File: src/hw/rtl/pdsd_pkg.sv
`timescale 1ns / 1ps
// -----------------------------------------------------------------------------
// pdsd_pkg: shared types and codes of the PWM duty to speed decoder
// Request codes, capture modes, register indexes and divider handshake types.
// -----------------------------------------------------------------------------
package pdsd_pkg;

   localparam int FieldW = 16;
   localparam int ProdW  = 2 * FieldW;
   localparam int CntW   = $clog2(ProdW);

   // request codes
   localparam logic [1:0] REQ_RISE     = 2'd0;
   localparam logic [1:0] REQ_FALL     = 2'd1;
   localparam logic [1:0] REQ_OVERFLOW = 2'd2;

   // capture modes
   localparam logic [1:0] MODE_IDLE    = 2'd0;
   localparam logic [1:0] MODE_STARTED = 2'd1;
   localparam logic [1:0] MODE_FALL    = 2'd2;
   localparam logic [1:0] MODE_HOLD    = 2'd3;

   // register indexes
   localparam logic [1:0] CSR_FULL_SPEED  = 2'd0;
   localparam logic [1:0] CSR_FLOOR_SPEED = 2'd1;
   localparam logic [1:0] CSR_ENABLE      = 2'd2;

   typedef struct packed {
      logic              start;
      logic [ProdW-1:0]  dividend;
      logic [FieldW-1:0] divisor;
   } div_req_type;

   typedef struct packed {
      logic             done;
      logic [ProdW-1:0] quotient;
   } div_rsp_type;

endpackage

File: src/hw/rtl/pdsd_divider.sv
`timescale 1ns / 1ps
// -----------------------------------------------------------------------------
// pdsd_divider: serial restoring divider
// One quotient bit per cycle, 32-bit dividend over 16-bit nonzero divisor.
// -----------------------------------------------------------------------------
module pdsd_divider (
   input  logic                 clock,
   input  logic                 reset,
   input  pdsd_pkg::div_req_type div_req,
   output pdsd_pkg::div_rsp_type div_rsp
);

   logic [pdsd_pkg::ProdW-1:0]  quo_ff, quo_in;
   logic [pdsd_pkg::FieldW-1:0] rem_ff, rem_in;
   logic [pdsd_pkg::FieldW-1:0] dsr_ff, dsr_in;
   logic [pdsd_pkg::CntW-1:0]   cnt_ff, cnt_in;
   logic                        busy_ff, busy_in;
   logic                        done_ff, done_in;
   logic [pdsd_pkg::FieldW:0]   trial;
   logic                        fits;

   assign trial = {rem_ff, quo_ff[pdsd_pkg::ProdW-1]};
   assign fits  = (trial >= {1'b0, dsr_ff});

   always_comb begin
      quo_in  = quo_ff;
      rem_in  = rem_ff;
      dsr_in  = dsr_ff;
      cnt_in  = cnt_ff;
      busy_in = busy_ff;
      done_in = 1'b0;
      if (div_req.start) begin
         quo_in  = div_req.dividend;
         rem_in  = '0;
         dsr_in  = div_req.divisor;
         cnt_in  = '0;
         busy_in = 1'b1;
      end else if (busy_ff) begin
         if (fits) begin
            rem_in = pdsd_pkg::FieldW'(trial - {1'b0, dsr_ff});
         end else begin
            rem_in = trial[pdsd_pkg::FieldW-1:0];
         end
         quo_in = {quo_ff[pdsd_pkg::ProdW-2:0], fits};
         cnt_in = cnt_ff + 1'b1;
         if (cnt_ff == pdsd_pkg::CntW'(pdsd_pkg::ProdW - 1)) begin
            busy_in = 1'b0;
            done_in = 1'b1;
         end
      end
   end

   always_ff @(posedge clock) begin
      if (reset) begin
         busy_ff <= 1'b0;
         done_ff <= 1'b0;
         cnt_ff  <= '0;
      end else begin
         busy_ff <= busy_in;
         done_ff <= done_in;
         cnt_ff  <= cnt_in;
      end
      quo_ff <= quo_in;
      rem_ff <= rem_in;
      dsr_ff <= dsr_in;
   end

   assign div_rsp.done     = done_ff;
   assign div_rsp.quotient = quo_ff;

endmodule

File: src/hw/rtl/pwm_duty_to_speed_decoder_unit.sv
`timescale 1ns / 1ps
// -----------------------------------------------------------------------------
// pwm_duty_to_speed_decoder_unit: PWM capture events to motor speed commands
// Tracks capture mode and last (high, period) pair; emits run/speed on change.
// -----------------------------------------------------------------------------
// Each accepted item is a capture event (rising with high time and period,
// falling, or counter overflow). The capture mode and stored pair update in
// the accept cycle. A new pair with a nonzero period produces a run command
// with speed = floor(full_speed * high / period), raised to floor_speed and
// saturated at 65535; a zero period gives a stop (run 0, speed 0). The speed
// path is one 16x16 multiply into a serial restoring divider that resolves one
// quotient bit per cycle. A speed item holds req_ready low through the product
// load (ST_MUL), the 32 divide steps until done is seen (ST_DIV) and the
// result load (ST_DONE); a stop item holds it low for the result load only,
// and events with no result free the block at once. While the output register
// still holds an unaccepted result, a finished item waits for it in ST_DONE,
// which keeps req_ready low longer. An item can be accepted while the previous
// result still waits on rsp_ready. Registers are to be written through the
// csr port only while idle, by the user; the block does not enforce this.
// Writing enable to 1 restarts the mode and clears the stored pair.
// -----------------------------------------------------------------------------
module pwm_duty_to_speed_decoder_unit #(
   parameter int COUNT_WIDTH = 16
) (
   input  logic        clock,
   input  logic        reset,
   // events
   input  logic        req_valid,
   output logic        req_ready,
   input  logic [1:0]  req_type,
   input  logic [15:0] req_high_time,
   input  logic [15:0] req_period_time,
   // commands
   output logic        rsp_valid,
   input  logic        rsp_ready,
   output logic        rsp_run,
   output logic [15:0] rsp_speed,
   // registers
   input  logic        csr_write_enable,
   input  logic [1:0]  csr_index,
   input  logic [15:0] csr_write_data
);

   localparam int CapW = (COUNT_WIDTH < pdsd_pkg::FieldW) ? COUNT_WIDTH : pdsd_pkg::FieldW;
   localparam logic [pdsd_pkg::FieldW-1:0] CapMask =
      pdsd_pkg::FieldW'((17'(1) << CapW) - 17'(1));

   // sequencer states
   localparam logic [1:0] ST_IDLE = 2'd0;
   localparam logic [1:0] ST_MUL  = 2'd1;
   localparam logic [1:0] ST_DIV  = 2'd2;
   localparam logic [1:0] ST_DONE = 2'd3;

   logic [15:0] full_speed_ff, full_speed_in;
   logic [15:0] floor_speed_ff, floor_speed_in;
   logic        enable_ff, enable_in;
   logic [1:0]  mode_ff, mode_in;
   logic [15:0] last_high_ff, last_high_in;
   logic [15:0] last_period_ff, last_period_in;
   logic [1:0]  state_ff, state_in;
   logic        run_pend_ff, run_pend_in;
   logic        rsp_valid_ff, rsp_valid_in;
   logic        rsp_run_ff, rsp_run_in;
   logic [15:0] rsp_speed_ff, rsp_speed_in;

   logic        accept;
   logic        offer;
   logic [15:0] offer_high, offer_period;
   logic [1:0]  event_mode;
   logic        is_new;
   logic [15:0] cap_high, cap_period;
   logic [15:0] q_sat;
   logic        out_free;

   pdsd_pkg::div_req_type div_req;
   pdsd_pkg::div_rsp_type div_rsp;

   assign req_ready = (state_ff == ST_IDLE);
   assign accept    = req_valid && req_ready;
   assign out_free  = !rsp_valid_ff || rsp_ready;

   assign cap_high   = req_high_time & CapMask;
   assign cap_period = req_period_time & CapMask;

   // event decode: what pair is offered and where the mode goes
   always_comb begin
      offer        = 1'b0;
      offer_high   = '0;
      offer_period = '0;
      event_mode   = mode_ff;
      case (req_type)
         pdsd_pkg::REQ_RISE: begin
            offer        = (mode_ff == pdsd_pkg::MODE_FALL);
            offer_high   = cap_high;
            offer_period = cap_period;
            event_mode   = pdsd_pkg::MODE_STARTED;
         end
         pdsd_pkg::REQ_FALL: begin
            event_mode = pdsd_pkg::MODE_FALL;
         end
         pdsd_pkg::REQ_OVERFLOW: begin
            if (mode_ff == pdsd_pkg::MODE_IDLE || mode_ff == pdsd_pkg::MODE_FALL) begin
               offer      = 1'b1;
               event_mode = pdsd_pkg::MODE_IDLE;
            end else if (mode_ff == pdsd_pkg::MODE_STARTED) begin
               offer        = 1'b1;
               offer_high   = 16'd1;
               offer_period = 16'd1;
               event_mode   = pdsd_pkg::MODE_HOLD;
            end
         end
         default: begin
            // unused code: ignored
         end
      endcase
   end

   assign is_new = offer && ((offer_high != last_high_ff) || (offer_period != last_period_ff));

   // divider feed: product registered inside the divider on start
   assign div_req.start    = (state_ff == ST_MUL);
   assign div_req.dividend = pdsd_pkg::ProdW'(full_speed_ff) * pdsd_pkg::ProdW'(last_high_ff);
   assign div_req.divisor  = last_period_ff;

   pdsd_divider u_div (
      .clock   (clock),
      .reset   (reset),
      .div_req (div_req),
      .div_rsp (div_rsp)
   );

   // raise to floor_speed, then saturate
   always_comb begin
      if (div_rsp.quotient[pdsd_pkg::ProdW-1:pdsd_pkg::FieldW] != '0) begin
         q_sat = 16'hffff;
      end else if (div_rsp.quotient[pdsd_pkg::FieldW-1:0] < floor_speed_ff) begin
         q_sat = floor_speed_ff;
      end else begin
         q_sat = div_rsp.quotient[pdsd_pkg::FieldW-1:0];
      end
   end

   always_comb begin
      full_speed_in  = full_speed_ff;
      floor_speed_in = floor_speed_ff;
      enable_in      = enable_ff;
      mode_in        = mode_ff;
      last_high_in   = last_high_ff;
      last_period_in = last_period_ff;
      state_in       = state_ff;
      run_pend_in    = run_pend_ff;
      rsp_valid_in   = rsp_valid_ff && !rsp_ready;
      rsp_run_in     = rsp_run_ff;
      rsp_speed_in   = rsp_speed_ff;

      if (csr_write_enable) begin
         unique case (csr_index)
            pdsd_pkg::CSR_FULL_SPEED:  full_speed_in  = csr_write_data;
            pdsd_pkg::CSR_FLOOR_SPEED: floor_speed_in = csr_write_data;
            pdsd_pkg::CSR_ENABLE: begin
               enable_in = csr_write_data[0];
               if (csr_write_data[0]) begin
                  mode_in        = pdsd_pkg::MODE_IDLE;
                  last_high_in   = '0;
                  last_period_in = '0;
               end
            end
            default: begin
               // no register at this index
            end
         endcase
      end

      unique case (state_ff)
         ST_IDLE: begin
            if (accept && enable_ff) begin
               mode_in = event_mode;
               if (is_new) begin
                  last_high_in   = offer_high;
                  last_period_in = offer_period;
                  run_pend_in    = (offer_period != '0);
                  state_in       = (offer_period != '0) ? ST_MUL : ST_DONE;
               end
            end
         end
         ST_MUL: state_in = ST_DIV;
         ST_DIV: begin
            if (div_rsp.done) begin
               state_in = ST_DONE;
            end
         end
         ST_DONE: begin
            if (out_free) begin
               rsp_valid_in = 1'b1;
               rsp_run_in   = run_pend_ff;
               rsp_speed_in = run_pend_ff ? q_sat : '0;
               state_in     = ST_IDLE;
            end
         end
         default: state_in = ST_IDLE;
      endcase
   end

   always_ff @(posedge clock) begin
      if (reset) begin
         full_speed_ff  <= 16'd1000;
         floor_speed_ff <= 16'd100;
         enable_ff      <= 1'b0;
         mode_ff        <= pdsd_pkg::MODE_IDLE;
         last_high_ff   <= '0;
         last_period_ff <= '0;
         state_ff       <= ST_IDLE;
         rsp_valid_ff   <= 1'b0;
      end else begin
         full_speed_ff  <= full_speed_in;
         floor_speed_ff <= floor_speed_in;
         enable_ff      <= enable_in;
         mode_ff        <= mode_in;
         last_high_ff   <= last_high_in;
         last_period_ff <= last_period_in;
         state_ff       <= state_in;
         rsp_valid_ff   <= rsp_valid_in;
      end
      run_pend_ff  <= run_pend_in;
      rsp_run_ff   <= rsp_run_in;
      rsp_speed_ff <= rsp_speed_in;
   end

   assign rsp_valid = rsp_valid_ff;
   assign rsp_run   = rsp_run_ff;
   assign rsp_speed = rsp_speed_ff;

endmodule
File: config.mk
export PLATFORM = sky130hd
export DESIGN_NAME = pwm_duty_to_speed_decoder_unit
export DESIGN_NICKNAME = d
export VERILOG_FILES = /design/src/hw/rtl/pdsd_pkg.sv /design/src/hw/rtl/pdsd_divider.sv /design/src/hw/rtl/pwm_duty_to_speed_decoder_unit.sv
export SDC_FILE = /design/constraint.sdc
export NUM_CORES = 1
export LEC_CHECK = 0
export BUFFER_PORTS_ARGS = -buffer_cell sky130_fd_sc_hd__buf_2
export CAP_MARGIN = 20
export CORE_MARGIN = 1.5
export CORE_UTILIZATION = 45
export DETAILED_ROUTE_END_ITERATION = 12
export PLACE_DENSITY = 0.6
export SYNTH_ARGS = -nofsm -noshare
export SYNTH_HDL_FRONTEND = slang
export SYNTH_SLANG_ARGS = --single-unit
File: constraint.sdc
create_clock -name clock -period 8.6 [get_ports clock]
set_input_delay 0 -clock clock [delete_from_list [all_inputs] [get_ports clock]]
set_output_delay 0 -clock clock [all_outputs]
set_load 0.02 [all_outputs]
-- Yosys cells after proc, flatten, opt, wreduce, memory -nomap -nowiden
Cells that the tools add are included.
- flip-flop bits (word level): 159
- logic and storage cells: 110
- output and inout bits: 19
- input port bits: 57
- reduce and logical (&&, ||, !) cells: 25
- magnitude comparators: 2
- multiply operators: 1
- $add $sub $neg: 2
- bitwise gates (word level): 1
- equal/unequal tests: 18
- multiplexer cells: 44
- operators with widths (cell ; number):
    $mux W16 ; 15
    $mux W32 ; 2
    $pmux W16 S2 ; 2
    $mul A16 B16 Y32 ; 1
    $ne A16 B16 Y1 ; 2
    $reduce_bool A16 Y1 ; 2
    $mux W2 ; 12
    $ge A17 B16 Y1 ; 1
    $lt A16 B16 Y1 ; 1
    $sub A16 B16 Y16 ; 1
    $eq A2 B2 Y1 const B ; 5
    $mux W1 ; 10
    $reduce_and A2 Y1 ; 5
    $eq A2 B1 Y1 const B ; 4
    $logic_not A2 Y1 ; 4
    $pmux W2 S4 ; 1
    $ne A2 B1 Y1 const B ; 3
    $pmux W2 S3 ; 1
    $add A5 B1 Y5 const B ; 1
    $eq A5 B5 Y1 const B ; 1
    $ne A5 B2 Y1 const B ; 1
    $ne A5 B5 Y1 const B ; 1
    $logic_and A1 B1 Y1 ; 4
    $reduce_and A4 Y1 ; 1
    9 further kinds ; 12

-- Logic depth before layout (Yosys ltp)
Gate-level depths: netlist of the first run.
- depth after elaboration: 10
- gate-level depth with buffers: 23

-- Modules after synthesis
A second synthesis of the first run with hierarchy kept.
- cell total of the unflattened synthesis: 1991
- area, all modules: 17576.9 um^2
- modules (own cells, without submodules) (module ; instances ; area each (um^2) ; seq. area each (um^2) ; cells each):
    pwm_duty_to_speed_decoder_unit ; 1 ; 13715.7 ; 1941.9 ; 1636
    pdsd_divider ; 1 ; 3861.2 ; 1901.8 ; 355

-- Worst setup path after synthesis of the first run
No wires, ideal clock.
- path kind: reg-to-reg
- start point: register last_high_ff[7]
- end point: register u_div.quo_ff[25] (netlist name), data pin
- setup time: 260 ps
- arrival time: 6043 ps
- path slack: 2297 ps
- cell stages (with the launch flop): 22
- data required time: 8340 ps
- cell sequence: dfxtp_1 clkbuf_1 buf_1 nand2_1 fa_1 inv_1 fa_1 fa_1 fa_1 fa_1 inv_1 fa_1 inv_1 ha_1 a2111oi_2 o21ai_1 a32o_1 a2111oi_2 nor2_1 a31oi_1 xnor2_1 mux2_2
- cells in the longest elaborated chain, start to end: 2
- ends and longest elaborated chain (item ; line ; RTL):
    start, declared ; pwm_duty_to_speed_decoder_unit.sv:58 ; logic [15:0] last_high_ff, last_high_in;
    start signal, assigned ; pwm_duty_to_speed_decoder_unit.sv:219 ; last_high_ff <= last_high_in;
    $mul A16 B16 Y32 ; pwm_duty_to_speed_decoder_unit.sv:122 ; assign div_req.dividend = pdsd_pkg::ProdW'(full_speed_ff) * pdsd_pkg::ProdW'(last_high_ff);
    $mux W32 ; pdsd_divider.sv:32 ; if (div_req.start) begin
    named net u_div.quo_in, one bit ; pdsd_divider.sv:13 ; logic [pdsd_pkg::ProdW-1:0] quo_ff, quo_in;
    end signal, assigned ; pdsd_divider.sv:63 ; quo_ff <= quo_in;
    end, declared ; pdsd_divider.sv:13 ;
The timed path passes the listed nets, and every way through them passes these cells.
A chain may end at the register's enable or synchronous reset.

-- Worst setup path after layout of the first run
- start point: register last_high_ff[1]
- end point: register u_div.quo_ff[28] (netlist name), data pin
Same word-level chain as after synthesis.

==> results_dict.tcl, run 1 <==
set metrics [dict create \
    wl_microns 42100 \
    synth_edf_count 66 \
    status "completed" \
    globalplace.congestion 0.906 \
    clkSinkCount 159 \
    placed_area_sq_mm 0.0175 \
    grt_max_degree 68 \
    hold_start "req_valid" \
    final-max-slew-violation-count 0 \
    clock_latency_ns 0.46 \
    cts_tree "yes" \
    synth_nets 2287 \
    detail_route.wl_per_cell_microns 17.3 \
    critPathTopFamily "adder cells" \
    yosysUniqueCellTypes 72 \
    setup-violations-final 0 \
    die_h_microns 197 \
    fmax_ghz 0.148 \
    worstPathRequired_ns 8.91 \
    final_layout_size_suffix_gt1_share_pct 8.81 \
    ir_worst_vdd_mv 0.126 \
    whs_path_depth 4 \
    critPathArrivalTime_ns 7.07 \
    grt_usage_pct 23.1 \
    core_area_sq_mm 0.0368 \
    r2r_start "last_high_ff[1]" \
    end_kind "flip-flop" \
    yosys-top-cells-count "283 x inv_1, 283 x nand2_1, 195 x fa_1" \
    grt-ovfl-total 0 \
    synth-main-ff-cell "dfxtp_1" \
    area_delta_synth_final_pct 10.4 \
    fin_util_pct 50.6 \
    yosys.area.top_type "fa_1" \
    worst_pin_slew_ns 1.09 \
    drc 0 \
    startpoint_type "flip-flop" \
    clkTransAtPathRegs_ns 0.07 \
    startpoint "last_high_ff[1]" \
    hold_path_end "mode_ff[0]" \
    cts_buffer_depth 2 \
    antenna_found_initial 0 \
    port_buffers 75 \
    max_stage_delay_ns 0.81 \
    r2r_cells 19 \
    grt_pass1_wl_microns 70300 \
    p_per_area_mw_per_mm2 147 \
    ys_seq_elements 159 \
    crit_chain "nand2_1 > fa_1 > fa_1 > fa_1 > inv_1 > fa_1 > fa_1 > inv_1 > fa_1 > inv_1 > ha_1 > nand4_1 > a211oi_1 > a21oi_1 > o21ai_0 > a311o_1 > a31oi_1 > or3_1 > nand3_1" \
    num_rows 70 \
    synth_warnings 0 \
    final_cells 2431 \
    insertedDiodeCount 0 \
    avgSynthCellArea_sq_um 8.91 \
    hp-class "in2reg" \
    synth.area.top_cells "fa_1 23%, edfxtp_1 12%, dfxtp_1 11%, ha_1 11%, inv_1 6.3%" \
    synth_area_sq_mm 0.0169 \
    slowest_stage "dfxtp_1" \
    dp_hpwl_microns 32600 \
    rsz0062_at_grt "false" \
    ios 76 \
    cts_made_buffers 17 \
    r2r_setup_slack_ns 1.83 \
    viasPerCell 5.39 \
    hold_violations 0 \
    cp_max_fo 19 \
    cap_violations 0 \
    drtPass1Iterations 5 \
    p_leak_nw 8.47 \
    netlist.area_leader.share_pct 23.2 \
    netlist_instances 1891 \
    num_vias 13100 \
    die_w_microns 197 \
    initial_core_util_pct 45.8 \
    h-tree-depth 4 \
    r2r-end "u_div.quo_ff[28]" \
    cp_num_buf_inv 3 \
    critical_path_class "reg2reg" \
    path_common_cell "fa_1" \
    finalCritPeriodShare_pct 78.7 \
    drt_iter0_markers 813 \
    relSlewSlack_pct 27.5 \
    ys_async_sr_fraction_pct 0 \
    fin_crit_ns 6.77 \
    dp.cells 2348 \
    grt_pass1_vias 13300 \
    drtAntennaViolNets 0 \
    synth-seq-area-share_pct 22.8 \
    fp.dieArea_sq_mm 0.0386 \
    final.setup.tns_ns 0 \
    cts-root-buf "clkbuf_16" \
    fin_worst_skew_ns 0.0115 \
    fin_area_sq_mm 0.0186 \
    fin_nets 2346 \
]
[layout by cell type (no fill, tap or decap), drive strengths merged, types with 4 or more instances in the layout]
cell type | netlist | final
inv | 283 | 293
o21ai | 92 | 92
nand2b | 7 | 7
nor2b | 12 | 12
nor3 | 19 | 19
nand2 | 283 | 283
a22oi | 14 | 14
a31o | 8 | 8
xor2 | 13 | 13
a211oi | 11 | 11
a2111oi | 5 | 5
nand3 | 52 | 52
nor4 | 9 | 9
and2 | 121 | 121
o22ai | 4 | 4
o21bai | 5 | 5
buf | 29 | 88
o311a | 16 | 16
mux2 | 26 | 26
o211ai | 6 | 6
ha | 144 | 144
mux2i | 18 | 18
dlygate4sd3 | 0 | 51
and3 | 8 | 8
clkinv | 1 | 4
nand4 | 8 | 8
a22o | 4 | 4
edfxtp | 66 | 66
xnor2 | 43 | 43
nand3b | 7 | 7
dfxtp | 93 | 93
clkbuf | 70 | 17
o31ai | 8 | 8
fa | 195 | 195
a21oi | 75 | 75
a31oi | 7 | 7
a21o | 24 | 24
nor2 | 66 | 66
[tightest hold or removal path, cell delays in order]
cell and delay (ns):
buf_2 0.10, nand3_1 0.19, a31oi_1 0.11, nor2_1 0.07
[per-layer routing]
| metal | global-route usage [%] | part of all wire (%) | vias to the layer above |
|---|---|---|---|
| met5 | 0 | 0 | - |
| met4 | 5.98 | 1.8 | 0 |
| met3 | 3.15 | 4.1 | 38 |
| met2 | 39.5 | 49 | 276 |
| met1 | 31.0 | 46 | 6493 |
| li1 | - | - | 6300 |
[flip-flops by register name, indices dropped and copies added, names as in the netlist]
register        count
rsp_valid           1
u_div.cnt_ff        5
state_ff            2
u_div.quo_ff       32
u_div.busy_ff       1
last_high_ff       16
u_div.done_ff       1
u_div.rem_ff       16
last_period_ff     16
mode_ff             2
floor_speed_ff     16
u_div.dsr_ff       16
run_pend_ff         1
rsp_speed          16
enable_ff           1
rsp_run             1
full_speed_ff      16
[through the flow]
stage                     hold WS (ns)  power (mW)  setup WS, ns
after floorplan                  0.124        1.74          2.30
after global placement           0.249        1.97          1.97
after detailed placement         0.247        1.99          1.88
after CTS                       0.0455        2.75          1.84
after global routing             0.106        2.90          1.46
final                           0.0621        2.73          1.83
[logic make-up after synthesis]
family / Yosys count / share of synthesized area (%)
multiplexers: 44 / 2.81
AO/OA/AOI/OAI: 303 / 11.9
buffers and inverters: 383 / 8.65
adder cells (fa/ha/maj): 339 / 33.8
XOR/XNOR: 56 / 2.91
AND/OR/NAND/NOR: 607 / 17.1
flip-flops: 159 / 22.8
[layout make-up]
cell class	instances	area, sq um
clock inverters	15	123
inverters	284	1070
clock buffers	17	425
flip-flops and latches	159	3840
well taps	468	586
multi-input cells	1349	11600
fillers	3473	18200
repair buffers	139	983
[worst max path at each step]
stage / end / slack, ns / cells after the start
after floorplan: u_div.quo_ff[25] / 2.30 / 21
after global placement: u_div.quo_ff[31] / 1.97 / 19
after global routing: u_div.quo_ff[29] / 1.46 / 19
after detailed placement: u_div.quo_ff[30] / 1.88 / 19
after CTS: u_div.quo_ff[28] / 1.84 / 19
final: u_div.quo_ff[28] / 1.83 / 19
[timing repair]
item                      CTS  global route
resized for setup           0             0
buffers inserted            0             0
hold endpoints to repair   67             0
hold buffers               51             0
[report_power, final]
part / internal (mW) / switching (mW) / leakage, nW
Combinational: 0.391 / 0.515 / 6.84
Clock: 0.377 / 0.350 / 0.269
Sequential: 0.978 / 0.119 / 1.37
Total: 1.75 / 0.983 / 8.47
No activity file was read; power rests on OpenSTA's default activity.
==> run 2: changes to the inputs <==
==> constraint.sdc (replaced) <==
create_clock -name clock -period 6.5 [get_ports clock]
set_input_delay 0 -clock clock [delete_from_list [all_inputs] [get_ports clock]]
set_output_delay 0 -clock clock [all_outputs]
set_load 0.02 [all_outputs]
==> run 2 against run 1 <==
Final cell count grew 2.0%; utilization grew 1.4 points; die area is the same; critical path type unchanged; critical endpoint is now u_div.quo_ff[29]; largest cell class unchanged; highest routed layer unchanged.
==> results_dict.tcl, run 2 (same netlist as run 1, synthesis figures left out) <==
set metrics [dict create \
    status "completed" \
    fin_nets 2395 \
    fillers 3474 \
    clock_latency_ns 0.46 \
    whs_path_depth 5 \
    r2r-end "u_div.quo_ff[29]" \
    die_w_microns 197 \
    holdWs_ns 0.0239 \
    startpoint_type "flip-flop" \
    ios 76 \
    detail_route.wl_per_cell_microns 17.3 \
    insertedDiodeCount 0 \
    final_layout_size_suffix_gt1_share_pct 11.9 \
    cts_tree "yes" \
    cts_buffer_depth 2 \
    worstPathRequired_ns 6.66 \
    worst_pin_slew_ns 1.03 \
    relSlewSlack_pct 31.3 \
    h-tree-depth 4 \
    r2r_cells 20 \
    grt_pass1_wl_microns 71100 \
    setup-violations-final 0 \
    p_per_area_mw_per_mm2 196 \
    hp-class "in2reg" \
    cts-root-buf "clkbuf_16" \
    setup_ws_ns 0.224 \
    r2r_setup_slack_ns 0.22 \
    ir_worst_vdd_mv 0.162 \
    clkTransAtPathRegs_ns 0.06 \
    antenna_found_initial 0 \
    final-max-slew-violation-count 0 \
    final.setup.tns_ns 0 \
    largest_reg_flops 32 \
    num_rows 70 \
    fmax_ghz 0.159 \
    drtAntennaViolNets 0 \
    cap_violations 0 \
    core_area_sq_mm 0.0368 \
    grt_pass1_vias 13500 \
    placed_area_sq_mm 0.0179 \
    fin_util_pct 52.0 \
    final_cells 2480 \
    wl_microns 42900 \
    port_buffers 75 \
    cp_max_fo 10 \
    globalplace.congestion 0.893 \
    p_total_mw 3.75 \
    end_kind "flip-flop" \
    grt-ovfl-total 0 \
    hold_start "csr_index[0]" \
    p_leak_nw 8.77 \
    num_vias 13300 \
    place_ws_ns -0.00141 \
    grt_max_degree 68 \
    fin_worst_skew_ns 0.0166 \
    critPathArrivalTime_ns 6.43 \
    cts_made_buffers 17 \
    clkSinkCount 159 \
    layout_common_cells "283 x nand2_1, 283 x inv_1, 195 x fa_1" \
    hold_violations 0 \
    r2r_start "last_high_ff[1]" \
    top_register "u_div.quo_ff" \
    viasPerCell 5.37 \
    grt_usage_pct 23.5 \
    dp.cells 2396 \
    drt_iter0_markers 900 \
    area_delta_synth_final_pct 13.4 \
    finalCritPeriodShare_pct 96.6 \
    initial_core_util_pct 45.8 \
    critical_path_class "reg2reg" \
    drc 0 \
    hold_path_end "enable_ff" \
    drtPass1Iterations 7 \
    dp_hpwl_microns 33600 \
    die_h_microns 197 \
    fp.dieArea_sq_mm 0.0386 \
    fin_crit_ns 6.28 \
    fin_area_sq_mm 0.0191 \
]
-- run 2: changes by cell type in the layout (fill, tap and decap cells not counted), sizes merged --
cell	change
clkbuf	+10
clkinvlp	-2
dlygate4sd3	-1
clkinv	-1
inv	-10
buf	+50
bufinv	+3
-- run 2: per-layer routing --
layer / share of wire [%] / track usage [%]
met1: 46 / 32.6
met2: 48 / 39.0
met3: 4.1 / 2.99
met4: 1.4 / 5.61
met5: 0 / 0
-- run 2: report_power, final --
group          switching (mW)  internal, mW  leakage (nW)
clock                   0.419         0.661         0.298
sequential              0.160          1.29          1.37
combinational           0.689         0.528          7.10
total                    1.27          2.48          8.77
-- run 2: worst max-delay path by stage --
stage                       endpoint  slack (ns)  depth (start not counted)        startpoint
floorplan           u_div.quo_ff[25]        0.20                         21   last_high_ff[7]
global placement    u_div.quo_ff[30]        0.04                         20   last_high_ff[1]
detailed placement  u_div.quo_ff[30]      -0.001                         20   last_high_ff[1]
CTS                 u_div.quo_ff[30]       0.006                         21  full_speed_ff[6]
global route        u_div.quo_ff[29]      -0.008                         20   last_high_ff[1]
finish              u_div.quo_ff[29]        0.22                         20   last_high_ff[1]
-- run 2: final cells by class --
cell class	count	area (sq um)	share of cell area, %
clock buffer	27	515	2.70
clock inverter	5	103	0.537
inverter	284	1070	5.58
multi-input combinational	1349	11600	60.8
sequential	159	3880	20.3
tap	468	586	3.06
timing repair buffer	188	1350	7.06
-- run 2: worst max-delay path, cell delays in order, from the launching register on --
cell	delay [ns]
dfxtp_4	0.41
buf_4	0.19
nand2_1	0.09
fa_1	0.54
fa_1	0.48
fa_1	0.52
fa_1	0.60
inv_1	0.06
fa_1	0.47
inv_1	0.05
fa_1	0.51
inv_1	0.05
ha_1	0.37
o21ai_0	0.11
a21oi_1	0.20
a2bb2oi_2	0.33
a211oi_2	0.14
o41ai_1	0.46
o31ai_1	0.14
xor2_1	0.16
a21oi_1	0.09
-- run 2: repair_timing --
| action | CTS | global route |
|---|---|---|
| hold endpoints to repair | 68 | 0 |
| pin swaps | 0 | 1 |
| setup buffers | 0 | 1 |
| gates resized for setup | 5 | 27 |
| hold buffers | 50 | 0 |
| setup endpoints to repair | 5 | 12 |
==> run 3: changes to the inputs <==
--- a/config.mk
+++ b/config.mk
@@ -7,10 +7,12 @@
 export LEC_CHECK = 0
 export BUFFER_PORTS_ARGS = -buffer_cell sky130_fd_sc_hd__buf_2
 export CAP_MARGIN = 20
+export CELL_PAD_IN_SITES_DETAIL_PLACEMENT = 1
+export CELL_PAD_IN_SITES_GLOBAL_PLACEMENT = 1
 export CORE_MARGIN = 1.5
 export CORE_UTILIZATION = 45
 export DETAILED_ROUTE_END_ITERATION = 12
-export PLACE_DENSITY = 0.6
+export PLACE_DENSITY = 0.75
 export SYNTH_ARGS = -nofsm -noshare
 export SYNTH_HDL_FRONTEND = slang
 export SYNTH_SLANG_ARGS = --single-unit
==> run 3 against run 2 <==
First-iteration DRC count is 8.3% lower; critical path type unchanged; flip-flop and latch count stayed put; largest power group unchanged; count of clock-buffer cells in the layout is 6 lower; sequential share of layout area hardly changed.
==> results_dict.tcl, run 3 (same netlist as run 1, synthesis figures left out) <==
set metrics [dict create \
    layout_common_cells "283 x nand2_1, 283 x inv_1, 195 x fa_1" \
    h-tree-depth 4 \
    wl_microns 49200 \
    clkSinkCount 159 \
    drt_iter0_markers 825 \
    grt_usage_pct 26.8 \
    p_total_mw 3.74 \
    fillers 4253 \
    fin_crit_ns 6.32 \
    r2r_cells 20 \
    core_area_sq_mm 0.0368 \
    grt-ovfl-total 0 \
    multiInputGateArea_sq_mm 0.0117 \
    ir_worst_vdd_mv 0.185 \
    end_kind "flip-flop" \
    viasPerCell 5.49 \
    ios 76 \
    drtAntennaViolNets 0 \
    status "completed" \
    clock_latency_ns 0.46 \
    cts_made_buffers 17 \
    cap_violations 0 \
    worst_pin_slew_ns 1.01 \
    antenna_found_initial 0 \
    largest_reg_flops 32 \
    grt_max_degree 68 \
    whs_path_depth 3 \
    cts-root-buf "clkbuf_16" \
    fin_util_pct 52.1 \
    fin_nets 2398 \
    fmax_ghz 0.158 \
    insertedDiodeCount 0 \
    cts_tree "yes" \
    worstPathRequired_ns 6.67 \
    num_vias 13600 \
    final_layout_size_suffix_gt1_share_pct 12.9 \
    port_buffers 75 \
    hp-class "in2reg" \
    placed_area_sq_mm 0.0179 \
    drc 0 \
    dp_hpwl_microns 38200 \
    die_h_microns 197 \
    r2r-end "u_div.quo_ff[31]" \
    cts_buffer_depth 2 \
    r2r_setup_slack_ns 0.18 \
    critical_path_class "reg2reg" \
    fin_area_sq_mm 0.0192 \
    die_w_microns 197 \
    hold_violations 0 \
    relSlewSlack_pct 32.5 \
    p_per_area_mw_per_mm2 195 \
    fin_worst_skew_ns 0.0128 \
    startpoint_type "flip-flop" \
    area_delta_synth_final_pct 13.7 \
    fp.dieArea_sq_mm 0.0386 \
    detail_route.wl_per_cell_microns 19.8 \
    grt_pass1_wl_microns 80900 \
    holdWs_ns 0.0393 \
    drtPass1Iterations 5 \
    hold_start "req_high_time[0]" \
    critPathArrivalTime_ns 6.49 \
    cp_max_fo 9 \
    final.setup.tns_ns 0 \
    finalCritPeriodShare_pct 97.2 \
    globalplace.congestion 0.867 \
    p_leak_nw 8.83 \
    setup-violations-final 0 \
    top_register "u_div.quo_ff" \
    num_rows 70 \
    final-max-slew-violation-count 0 \
    hold_path_end "last_high_ff[0]" \
    initial_core_util_pct 45.8 \
    clkTransAtPathRegs_ns 0.07 \
    register_area_sq_mm 0.00390 \
    grt_pass1_vias 15100 \
    startpoint "full_speed_ff[7]" \
    r2r_start "full_speed_ff[7]" \
]
==> run 3: cell type report <==
type / count / share of cell area (%)
multi-input cells: 1349 / 60.8
flip-flops and latches: 159 / 20.3
repair buffers: 191 / 7.21
inverters: 284 / 5.56
well taps: 468 / 3.05
clock buffers: 21 / 2.46
clock inverters: 11 / 0.548
==> run 3: per-stage QoR <==
stage	worst slack [ns]	std cells
floorplan	0.197	1891
detailed placement	-0.0435	2398
global placement	0.0939	2398
CTS	0.0311	2480
global route	-0.0310	2483
finish	0.183	2483
==> run 3: report_power, final <==
group | internal (mW) | switching (mW)
clock | 0.563 | 0.459
combinational | 0.533 | 0.734
sequential | 1.29 | 0.163
==> run 3: worst max-delay path by stage <==
stage / end / slack [ns] / depth (start not counted)
2_1_floorplan: u_div.quo_ff[25] / 0.20 / 21
3_3_place_gp: u_div.quo_ff[27] / 0.09 / 20
3_5_place_dp: u_div.quo_ff[31] / -0.04 / 19
4_1_cts: u_div.quo_ff[31] / 0.03 / 20
5_1_grt: u_div.quo_ff[31] / -0.03 / 20
6_report: u_div.quo_ff[31] / 0.18 / 20
==> run 3: repair_timing <==
item	4_1_cts	5_1_grt
setup buffers	0	1
hold buffers	50	0
resized for setup	4	48
hold endpoints to repair	67	0
pin swaps	0	4
endpoints found under the setup margin	7	12
==> run 3: per-layer routing <==
layer  global-route usage [%]  up-vias  wire length (microns)
li1                         -     6395                      -
met1                     34.3     6969                  21700
met2                     47.2      222                  25000
met3                     3.41       53                   1470
met4                     8.23        0                   1040
met5                        0        -                      0
==> run 3: worst max-delay path, stage by stage (launching register included) <==
cell and delay, ns:
dfxtp_2 0.39, buf_4 0.19, nand2_1 0.07, fa_1 0.48
inv_1 0.07, fa_1 0.51, fa_1 0.53, fa_1 0.54
fa_1 0.50, inv_1 0.05, fa_1 0.48, inv_1 0.05
ha_1 0.32, a2111oi_4 0.37, o21ai_2 0.11, a32o_2 0.29
a2111oi_4 0.39, o31ai_2 0.11, a221oi_2 0.34, xnor2_1 0.16
a21oi_1 0.08
